$ cat config.mk
export PLATFORM = sky130hd
export DESIGN_NAME = raw_bit_depth_detector
export DESIGN_NICKNAME = d
export VERILOG_FILES = /design/src/rtl/core/rbd_pkg.sv /design/src/rtl/core/rbd_cfg_regs.sv /design/src/rtl/core/raw_bit_depth_detector.sv
export SDC_FILE = /design/constraint.sdc
export NUM_CORES = 1
export LEC_CHECK = 0
export ABC_AREA = 1
export BUFFER_PORTS_ARGS = -buffer_cell sky130_fd_sc_hd__buf_2
export CORE_MARGIN = 5
export CORE_UTILIZATION = 35
export CTS_CLUSTER_SIZE = 30
export DETAILED_ROUTE_END_ITERATION = 10
export MAX_ROUTING_LAYER = met4
export PLACE_DENSITY = 0.58
export SYNTH_ARGS = -nofsm -noshare
export SYNTH_HDL_FRONTEND = slang
export SYNTH_HIERARCHICAL = 1
export SYNTH_SLANG_ARGS = --single-unit
$ cat constraint.sdc
create_clock -name clk -period 6.2 [get_ports clk]
set_input_delay 0.93 -clock clk [delete_from_list [all_inputs] [get_ports clk]]
set_output_delay 0.93 -clock clk [all_outputs]
set_load 0.01 [all_outputs]
$ cat src/rtl/core/rbd_pkg.sv
`timescale 1ns / 1ps
`default_nettype none
// ----------------------------------------------------------------------------
// rbd_pkg
// Shared constants, types and helper functions for the raw bit depth detector.
// ----------------------------------------------------------------------------
package rbd_pkg;

  localparam int unsigned FRAME_BYTES_W = 27;
  localparam int unsigned WORD_W        = 16;
  localparam int unsigned INDEX_W       = 17;
  localparam int unsigned COUNT_W       = 14;
  localparam int unsigned DEPTH_W       = 5;
  localparam int unsigned PATH_W        = 3;
  localparam int unsigned SIZE_W        = 25;

  localparam logic [INDEX_W-1:0] WIDE_WINDOW   = 17'd100000;
  localparam logic [INDEX_W-1:0] NARROW_WINDOW = 17'd10000;
  localparam logic [INDEX_W-1:0] INDEX_MAX     = '1;

  localparam logic [DEPTH_W-1:0] DEPTH_NONE = 5'd0;
  localparam logic [DEPTH_W-1:0] DEPTH_8    = 5'd8;
  localparam logic [DEPTH_W-1:0] DEPTH_10   = 5'd10;
  localparam logic [DEPTH_W-1:0] DEPTH_12   = 5'd12;
  localparam logic [DEPTH_W-1:0] DEPTH_14   = 5'd14;
  localparam logic [DEPTH_W-1:0] DEPTH_16   = 5'd16;

  localparam logic [PATH_W-1:0] PATH_EMPTY    = 3'd0;
  localparam logic [PATH_W-1:0] PATH_BYTES    = 3'd1;
  localparam logic [PATH_W-1:0] PATH_HALF     = 3'd2;
  localparam logic [PATH_W-1:0] PATH_PACKED   = 3'd3;
  localparam logic [PATH_W-1:0] PATH_FALLBACK = 3'd4;

  localparam int unsigned NUM_SIZES = 22;

  localparam logic [SIZE_W-1:0] KNOWN_SIZES [NUM_SIZES] = '{
    25'(640*480),   25'(720*480),   25'(720*576),   25'(800*600),
    25'(1024*768),  25'(1280*720),  25'(1280*800),  25'(1280*1024),
    25'(1440*900),  25'(1920*1080), 25'(1920*1200), 25'(2048*1536),
    25'(2560*1440), 25'(2560*1600), 25'(3840*2160), 25'(4096*2160),
    25'(4096*3072), 25'(5120*2880), 25'(5320*4600), 25'(7680*4320),
    25'(1006*758),  25'(4024*3032)
  };

  // per-frame values that follow from frame_bytes alone
  typedef struct packed {
    logic                 empty;
    logic                 known_full;
    logic                 known_half;
    logic                 size_ge8;
    logic [DEPTH_W-1:0]   packed_depth;
    logic                 even_ge4;
    logic [COUNT_W-1:0]   sample_size;
    logic [19:0]          sample_x85;
    logic [14:0]          sample_x3;
  } cfg_flags_t;

  function automatic logic is_known(input logic [FRAME_BYTES_W-1:0] n);
    logic hit;
    hit = 1'b0;
    for (int i = 0; i < NUM_SIZES; i++) begin
      if (n == {2'b00, KNOWN_SIZES[i]}) begin
        hit = 1'b1;
      end
    end
    return hit;
  endfunction

  // floor(bits/d) or floor(bits/d)+1 is a known size: bits in [(k-1)*d, k*d+d-1]
  function automatic logic packed_match(input logic [FRAME_BYTES_W-1:0] fb,
                                        input logic [DEPTH_W-1:0] d);
    logic [31:0] bits;
    logic [31:0] lo;
    logic [31:0] hi;
    logic [31:0] dw;
    logic        hit;
    bits = {2'b00, fb, 3'b000};
    dw   = {27'b0, d};
    hit  = 1'b0;
    for (int i = 0; i < NUM_SIZES; i++) begin
      lo = ({7'b0, KNOWN_SIZES[i]} - 32'd1) * dw;
      hi = {7'b0, KNOWN_SIZES[i]} * dw + dw - 32'd1;
      if (bits >= lo && bits <= hi) begin
        hit = 1'b1;
      end
    end
    return hit;
  endfunction

endpackage
`default_nettype wire

$ cat src/rtl/core/rbd_cfg_regs.sv
`timescale 1ns / 1ps
`default_nettype none
// ----------------------------------------------------------------------------
// rbd_cfg_regs
// Frame size register and the registered size checks derived from it.
// ----------------------------------------------------------------------------
module rbd_cfg_regs (
  input  wire logic                                 clk,
  input  wire logic                                 rst,
  input  wire logic                                 frame_bytes_wr_en,
  input  wire logic [rbd_pkg::FRAME_BYTES_W-1:0]    frame_bytes_wr_data,
  output logic      [rbd_pkg::FRAME_BYTES_W-1:0]    frame_bytes,
  output rbd_pkg::cfg_flags_t                       flags
);

  rbd_pkg::cfg_flags_t             flags_next;
  logic [rbd_pkg::FRAME_BYTES_W-2:0] half;
  logic [rbd_pkg::COUNT_W-1:0]     sample_size;

  always_ff @(posedge clk) begin
    if (rst) begin
      frame_bytes <= '0;
    end else if (frame_bytes_wr_en) begin
      frame_bytes <= frame_bytes_wr_data;
    end
  end

  assign half = frame_bytes[rbd_pkg::FRAME_BYTES_W-1:1];

  always_comb begin
    if (half < 26'(rbd_pkg::NARROW_WINDOW)) begin
      sample_size = half[rbd_pkg::COUNT_W-1:0];
    end else begin
      sample_size = rbd_pkg::NARROW_WINDOW[rbd_pkg::COUNT_W-1:0];
    end
  end

  always_comb begin
    flags_next.empty       = (frame_bytes == '0);
    flags_next.known_full  = rbd_pkg::is_known(frame_bytes);
    flags_next.known_half  = !frame_bytes[0] && rbd_pkg::is_known({1'b0, half});
    flags_next.size_ge8    = (frame_bytes >= 27'd8);
    flags_next.even_ge4    = !frame_bytes[0] && (frame_bytes >= 27'd4);
    flags_next.sample_size = sample_size;
    flags_next.sample_x85  = 20'(sample_size) * 20'd85;
    flags_next.sample_x3   = 15'(sample_size) * 15'd3;
    priority if (rbd_pkg::packed_match(frame_bytes, rbd_pkg::DEPTH_10)) begin
      flags_next.packed_depth = rbd_pkg::DEPTH_10;
    end else if (rbd_pkg::packed_match(frame_bytes, rbd_pkg::DEPTH_12)) begin
      flags_next.packed_depth = rbd_pkg::DEPTH_12;
    end else if (rbd_pkg::packed_match(frame_bytes, rbd_pkg::DEPTH_14)) begin
      flags_next.packed_depth = rbd_pkg::DEPTH_14;
    end else if (rbd_pkg::packed_match(frame_bytes, rbd_pkg::DEPTH_16)) begin
      flags_next.packed_depth = rbd_pkg::DEPTH_16;
    end else begin
      flags_next.packed_depth = rbd_pkg::DEPTH_NONE;
    end
  end

  // flags follow frame_bytes in the next cycle; requests do not wait for them
  always_ff @(posedge clk) begin
    flags <= flags_next;
  end

endmodule
`default_nettype wire

$ cat src/rtl/core/raw_bit_depth_detector.sv
// Result path: a request marked last first sits in the input register, then the
//   statistics update and decision load the result register.
// Throughput: one request per cycle; only a last request can be held back, while
//   a previous result is still waiting to be taken.
// Reset: synchronous, clears frame_bytes, all statistics and both valid flags.
`timescale 1ns / 1ps
`default_nettype none
// ----------------------------------------------------------------------------
// raw_bit_depth_detector
// Gathers running statistics over a raw frame's words and decides its depth.
// ----------------------------------------------------------------------------
module raw_bit_depth_detector (
  input  wire logic                              clk,
  input  wire logic                              rst,
  input  wire logic                              frame_bytes_wr_en,
  input  wire logic [rbd_pkg::FRAME_BYTES_W-1:0] frame_bytes_wr_data,
  input  wire logic                              sample_valid,
  output logic                                   sample_stall,
  input  wire logic [rbd_pkg::WORD_W-1:0]        sample_word,
  input  wire logic                              is_last,
  output logic                                   result_valid,
  input  wire logic                              result_stall,
  output logic      [rbd_pkg::DEPTH_W-1:0]       pixel_depth,
  output logic      [rbd_pkg::PATH_W-1:0]        decision_path
);

  logic [rbd_pkg::FRAME_BYTES_W-1:0] frame_bytes;
  rbd_pkg::cfg_flags_t               flags;

  logic                          word_valid;
  logic [rbd_pkg::WORD_W-1:0]    word;
  logic                          word_last;
  logic                          fire;

  logic [rbd_pkg::INDEX_W-1:0]   word_index;
  logic [rbd_pkg::WORD_W-1:0]    max_wide_window;
  logic [rbd_pkg::WORD_W-1:0]    max_narrow_window;
  logic [rbd_pkg::COUNT_W-1:0]   upper_byte_count;
  logic [rbd_pkg::COUNT_W-1:0]   zero_word_count;

  logic [rbd_pkg::INDEX_W-1:0]   word_index_next;
  logic [rbd_pkg::WORD_W-1:0]    max_wide_next;
  logic [rbd_pkg::WORD_W-1:0]    max_narrow_next;
  logic [rbd_pkg::COUNT_W-1:0]   high_byte_next;
  logic [rbd_pkg::COUNT_W-1:0]   zero_word_next;

  logic                          in_frame;
  logic [20:0]                   high_x100;
  logic [20:0]                   zero_x100;
  logic [17:0]                   high_x10;
  logic                          looks_packed;
  logic [rbd_pkg::DEPTH_W-1:0]   depth_next;
  logic [rbd_pkg::PATH_W-1:0]    path_next;

  rbd_cfg_regs u_cfg (
    .clk                 (clk),
    .rst                 (rst),
    .frame_bytes_wr_en   (frame_bytes_wr_en),
    .frame_bytes_wr_data (frame_bytes_wr_data),
    .frame_bytes         (frame_bytes),
    .flags               (flags)
  );

  // only a last word waits, and only on a held result
  assign fire         = word_valid && (!word_last || !result_valid || !result_stall);
  assign sample_stall = word_valid && !fire;

  always_ff @(posedge clk) begin
    if (rst) begin
      word_valid <= 1'b0;
    end else if (!sample_stall) begin
      word_valid <= sample_valid;
    end
    if (!sample_stall) begin
      word      <= sample_word;
      word_last <= is_last;
    end
  end

  // statistics including the current word
  always_comb begin
    in_frame        = {9'b0, word_index} < frame_bytes[rbd_pkg::FRAME_BYTES_W-1:1];
    max_wide_next   = max_wide_window;
    max_narrow_next = max_narrow_window;
    high_byte_next  = upper_byte_count;
    zero_word_next  = zero_word_count;
    if (in_frame) begin
      if (word_index < rbd_pkg::WIDE_WINDOW && word > max_wide_window) begin
        max_wide_next = word;
      end
      if (word_index < rbd_pkg::NARROW_WINDOW) begin
        if (word > max_narrow_window) begin
          max_narrow_next = word;
        end
        if (word[15:8] != 8'd0) begin
          high_byte_next = upper_byte_count + 14'd1;
        end
        if (word == '0) begin
          zero_word_next = zero_word_count + 14'd1;
        end
      end
    end
    if (word_index != rbd_pkg::INDEX_MAX) begin
      word_index_next = word_index + 17'd1;
    end else begin
      word_index_next = word_index;
    end
  end

  always_comb begin
    high_x100    = 21'(high_byte_next) * 21'd100;
    zero_x100    = 21'(zero_word_next) * 21'd100;
    high_x10     = 18'(high_byte_next) * 18'd10;
    looks_packed = flags.size_ge8 && (high_x100 > {1'b0, flags.sample_x85}) &&
                   (zero_x100 < {7'b0, flags.sample_size});
    depth_next   = rbd_pkg::DEPTH_8;
    path_next    = rbd_pkg::PATH_FALLBACK;
    priority if (flags.empty) begin
      depth_next = rbd_pkg::DEPTH_NONE;
      path_next  = rbd_pkg::PATH_EMPTY;
    end else if (flags.known_full) begin
      depth_next = rbd_pkg::DEPTH_8;
      path_next  = rbd_pkg::PATH_BYTES;
    end else if (flags.known_half) begin
      path_next = rbd_pkg::PATH_HALF;
      priority if (max_wide_next <= 16'd255) begin
        depth_next = rbd_pkg::DEPTH_8;
      end else if (max_wide_next <= 16'd1023) begin
        depth_next = rbd_pkg::DEPTH_10;
      end else if (max_wide_next <= 16'd4095) begin
        depth_next = rbd_pkg::DEPTH_12;
      end else if (max_wide_next <= 16'd16383) begin
        depth_next = rbd_pkg::DEPTH_14;
      end else begin
        depth_next = rbd_pkg::DEPTH_16;
      end
    end else if (looks_packed && flags.packed_depth != rbd_pkg::DEPTH_NONE) begin
      depth_next = flags.packed_depth;
      path_next  = rbd_pkg::PATH_PACKED;
    end else if (flags.even_ge4 && (high_x10 > {3'b0, flags.sample_x3}) &&
                 max_narrow_next > 16'd255) begin
      depth_next = rbd_pkg::DEPTH_16;
    end else begin
      depth_next = rbd_pkg::DEPTH_8;
    end
  end

  always_ff @(posedge clk) begin
    if (rst) begin
      word_index        <= '0;
      max_wide_window   <= '0;
      max_narrow_window <= '0;
      upper_byte_count  <= '0;
      zero_word_count   <= '0;
      result_valid      <= 1'b0;
    end else begin
      if (fire) begin
        if (word_last) begin
          word_index        <= '0;
          max_wide_window   <= '0;
          max_narrow_window <= '0;
          upper_byte_count  <= '0;
          zero_word_count   <= '0;
        end else begin
          word_index        <= word_index_next;
          max_wide_window   <= max_wide_next;
          max_narrow_window <= max_narrow_next;
          upper_byte_count  <= high_byte_next;
          zero_word_count   <= zero_word_next;
        end
      end
      if (fire && word_last) begin
        result_valid <= 1'b1;
      end else if (!result_stall) begin
        result_valid <= 1'b0;
      end
    end
  end

  always_ff @(posedge clk) begin
    if (fire && word_last) begin
      pixel_depth   <= depth_next;
      decision_path <= path_next;
    end
  end

  // the input side is only held by a waiting result
  a_stall_cause: assert property (@(posedge clk) disable iff (rst)
    sample_stall |-> (result_valid && result_stall && word_last))
    else $error("input stalled without a held result");

  // a decision starts a new frame
  a_clear_after_last: assert property (@(posedge clk) disable iff (rst)
    (fire && word_last) |=> (word_index == '0 && upper_byte_count == '0))
    else $error("statistics not cleared after decision");

  // narrow window is contained in the wide one
  a_max_order: assert property (@(posedge clk) disable iff (rst)
    max_narrow_window <= max_wide_window)
    else $error("narrow maximum exceeds wide maximum");

  // high-byte and zero words are disjoint and each was a counted word
  a_count_bound: assert property (@(posedge clk) disable iff (rst)
    ({3'b0, upper_byte_count} + {3'b0, zero_word_count}) <= word_index)
    else $error("word counts exceed word index");

  a_path_range: assert property (@(posedge clk) disable iff (rst)
    result_valid |-> (decision_path <= rbd_pkg::PATH_FALLBACK))
    else $error("decision path out of range");

endmodule
`default_nettype wire
==> flow_summary.toml <==
[setup_path]
cp.arrival_ps = 6280
r2r_cells = 40
cp-start-kind = "register"
path_class = "reg -> reg"
cpMaxStageDelayCell = "ha_1"
slowest_delay_ps = 350
crit_fanout = 4
cp-end-kind = "register"
crit_required_ps = 6420

[layout]
final_cell_mix = "nand2_1, inv_1, nor2_1"
layout-drive-gt1-share_pct = 16.3
area_growth_pct = 18.0
fillers = 6585
multi_input_area_sq_um = 15500
fin_nets = 3913
final_util_pct = 41.7
mostFrequentLayoutCell = "nand2_1"
diodes = 0
seqCellArea_sq_um = 4000

[yosys]
async_flop_share_pct = 0
synth_area_per_cell_sq_um = 6.40
synthesis.nets = 3691
synth_top_area_share_pct = 16.0
synthesis.area_sq_um = 21300
synth_seq_area_share_pct = 18.6
synthDistinctLibCells = 62
yosys.area.top_type = "ha_1"
synth_top_flop_cell = "dfxtp_1"
synthCells = 3331
synthTopCellsByArea = "ha_1, dfxtp_1, nand2_1"
synth_edf_count = 25
synth_warnings = 6
synth-seq-cells = 186

[hold_path]
min_path_cells = 2
hp-class = "reg -> reg"

[cts]
htree_levels = 4
insertion_delay_ps = 480
cts.clk_slew.worst_paths_ps = 80
cts-buffers-inserted = 17
cts_root_buf = "clkbuf_16"
clk_path_buf_depth = 2
cts_tree = "yes"
cts_sinks = 186
hold_buffers = 0

[power]
irDropWorstVdd_v = 0.000228
swShare_pct = 38.1
p_leak_nw = 12.5
p_switching_mw = 1.33
power_frac_comb_pct = 29.5
cellInternalPower_mw = 2.17
p_total_mw = 3.50
seqPwrFrac_pct = 37.8
powerDensity_nw_per_um2 = 139
clock_power_share_pct = 32.7

[placed_design]
gp_congestion = 1.05
portBuffers = 58
dp_hpwl_mm = 75.9

[floorplanning]
core_area_sq_um = 60400
pin_count = 59
die_x_um = 257
die_h_um = 257
die_area_sq_um = 66000
initial_core_util_pct = 35.3
rows = 90

[sta]
relSlewSlack_pct = 21.6
timing.fmax_mhz = 165
finalSetupViolations = 0
slew_violations = 0
min_period_over_period_pct = 97.8
worst_pin_slew_ps = 1160
hold_viol_final = 0
rsz0062_at_grt = "true"
finalCriticalPeriod_ps = 6060
fin_setup_tns_ps = 0
fin_skew_ps = 19.6

[global_route]
grt_pass1_vias = 21600
grt_pass1_wl_mm = 135
grt_use_total_pct = 27.6
antenna_found_initial = 0
grt_max_degree = 63
overflow = 0

[route]
wl_mm = 92.7
firstDrtPassIters = 5
drtIter0Drc = 1884
vias = 22800
wl_per_cell_um = 21.3
ant_nets = 0
drcViolationCount = 0
vias_per_cell = 5.25

[run_status]
status = "finished, final reports clean"

[run]
drv_cap = 0
## critical path: cells and delay by family, from the launching register on
| kind | cells | cell delay (ps) |
|---|---|---|
| AND/OR/NAND/NOR | 16 | 1500 |
| AO/OA/AOI/OAI | 10 | 1380 |
| buffers and inverters | 6 | 660 |
| adder cells (fa/ha/maj) | 6 | 1620 |
| flip-flops | 1 | 340 |
| XOR/XNOR | 2 | 280 |
## cell families (layout without fill, tap and decap cells)
logic type / count (synthesis) / in the layout / synth area share, %
flops: 186 / 186 / 18.6
compound gates: 442 / 442 / 11.7
buf+inv: 635 / 870 / 11.9
fa+ha+maj: 311 / 311 / 19.6
other cells: 1 / 1 / 0.0176
xor+xnor: 88 / 88 / 3.72
simple gates: 1666 / 1666 / 34.4
mux: 2 / 2 / 0.106
## layout make-up
class	instances	share of cell area, %
clock inverters	14	0.636
flip-flops and latches	186	15.9
inverters	560	8.36
repair buffers	278	7.93
well taps	782	3.89
multi-input cells	2510	61.6
clock buffers	18	1.71
## power by group through the flow
stage | Sequential [mW] | Clock (mW) | Combinational, mW
2_1_floorplan | 1.35 | 0 | 0.603
4_1_cts | 1.32 | 1.17 | 0.993
5_1_grt | 1.33 | 1.22 | 1.12
6_report | 1.32 | 1.14 | 1.03
3_5_place_dp | 1.35 | 0 | 0.987
3_3_place_gp | 1.35 | 0 | 0.998
## synth_stat cells (4+ instances only)
master and instances:
nand4_1 56, o21ai_1 8, nor3_2 4, buf_2 19
nor2_1 382, nand2_1 793, nor3_1 60, dfxtp_1 161
fa_1 38, nand2_4 6, buf_4 17, o2111ai_1 4
inv_2 21, inv_1 535, xnor2_1 21, a21oi_1 219
nand3_1 237, xor2_1 64, buf_6 8, ha_1 273
nor4_1 16, and2_1 5, clkbuf_1 30, nand3b_1 7
o21a_1 4, nand3_2 8, or2_2 4, nor2_2 35
a31oi_1 11, a211oi_1 36, nand2_2 26, nor2_4 18
o21bai_1 7, edfxtp_1 25, o31ai_1 10, a21boi_0 5
o22ai_1 5, o211ai_1 7, a21o_1 12, o21ai_0 104
## sequential cells by signal, summed over array words and instances (netlist names), 3 cells and up
register and flops:
u_cfg/frame_bytes 27, word 16, pixel_depth 5, max_narrow_window 16
decision_path 3, max_wide_window 16, word_index 17, zero_word_count 14
u_cfg/flags 55, upper_byte_count 14
## routing by layer
metal / vias to the layer above / part of all wire [%] / GRT usage [%]
li1: 11200 / - / -
met1: 10600 / 42 / 33.2
met2: 765 / 47 / 44.8
met3: 285 / 4.7 / 3.55
met4: 0 / 7.0 / 15.5
met5: - / 0 / -
## path summary, 6_finish.rpt
path	startpoint	endpoint	slack, ps
worst max-delay path	u_cfg/frame_bytes[10]	pixel_depth[4]	140
worst min register to register	max_narrow_window[14]	max_narrow_window[14]	470
worst min-delay path	max_narrow_window[14]	max_narrow_window[14]	470
worst max register to register	u_cfg/frame_bytes[10]	pixel_depth[4]	140
## what timing repair did
item                       4_1_cts  5_1_grt
setup buffers                    1       18
setup endpoints to repair        7        7
resized for setup               13      148
pin swaps                        2       84
## through the flow
| step | instance area [sq um] | setup WS, ps | hold slack, ps | std cells |
|---|---|---|---|---|
| 3_3_place_gp | 23700 | -82.4 | 452 | 4298 |
| 2_1_floorplan | 21300 | 23.6 | 445 | 3331 |
| 4_1_cts | 24400 | -0.592 | 467 | 4331 |
| 5_1_grt | 25200 | -206 | 481 | 4348 |
| 6_report | 25200 | 136 | 467 | 4348 |
| 3_5_place_dp | 23700 | -188 | 455 | 4298 |
No activity file was read; power rests on OpenSTA's default activity.
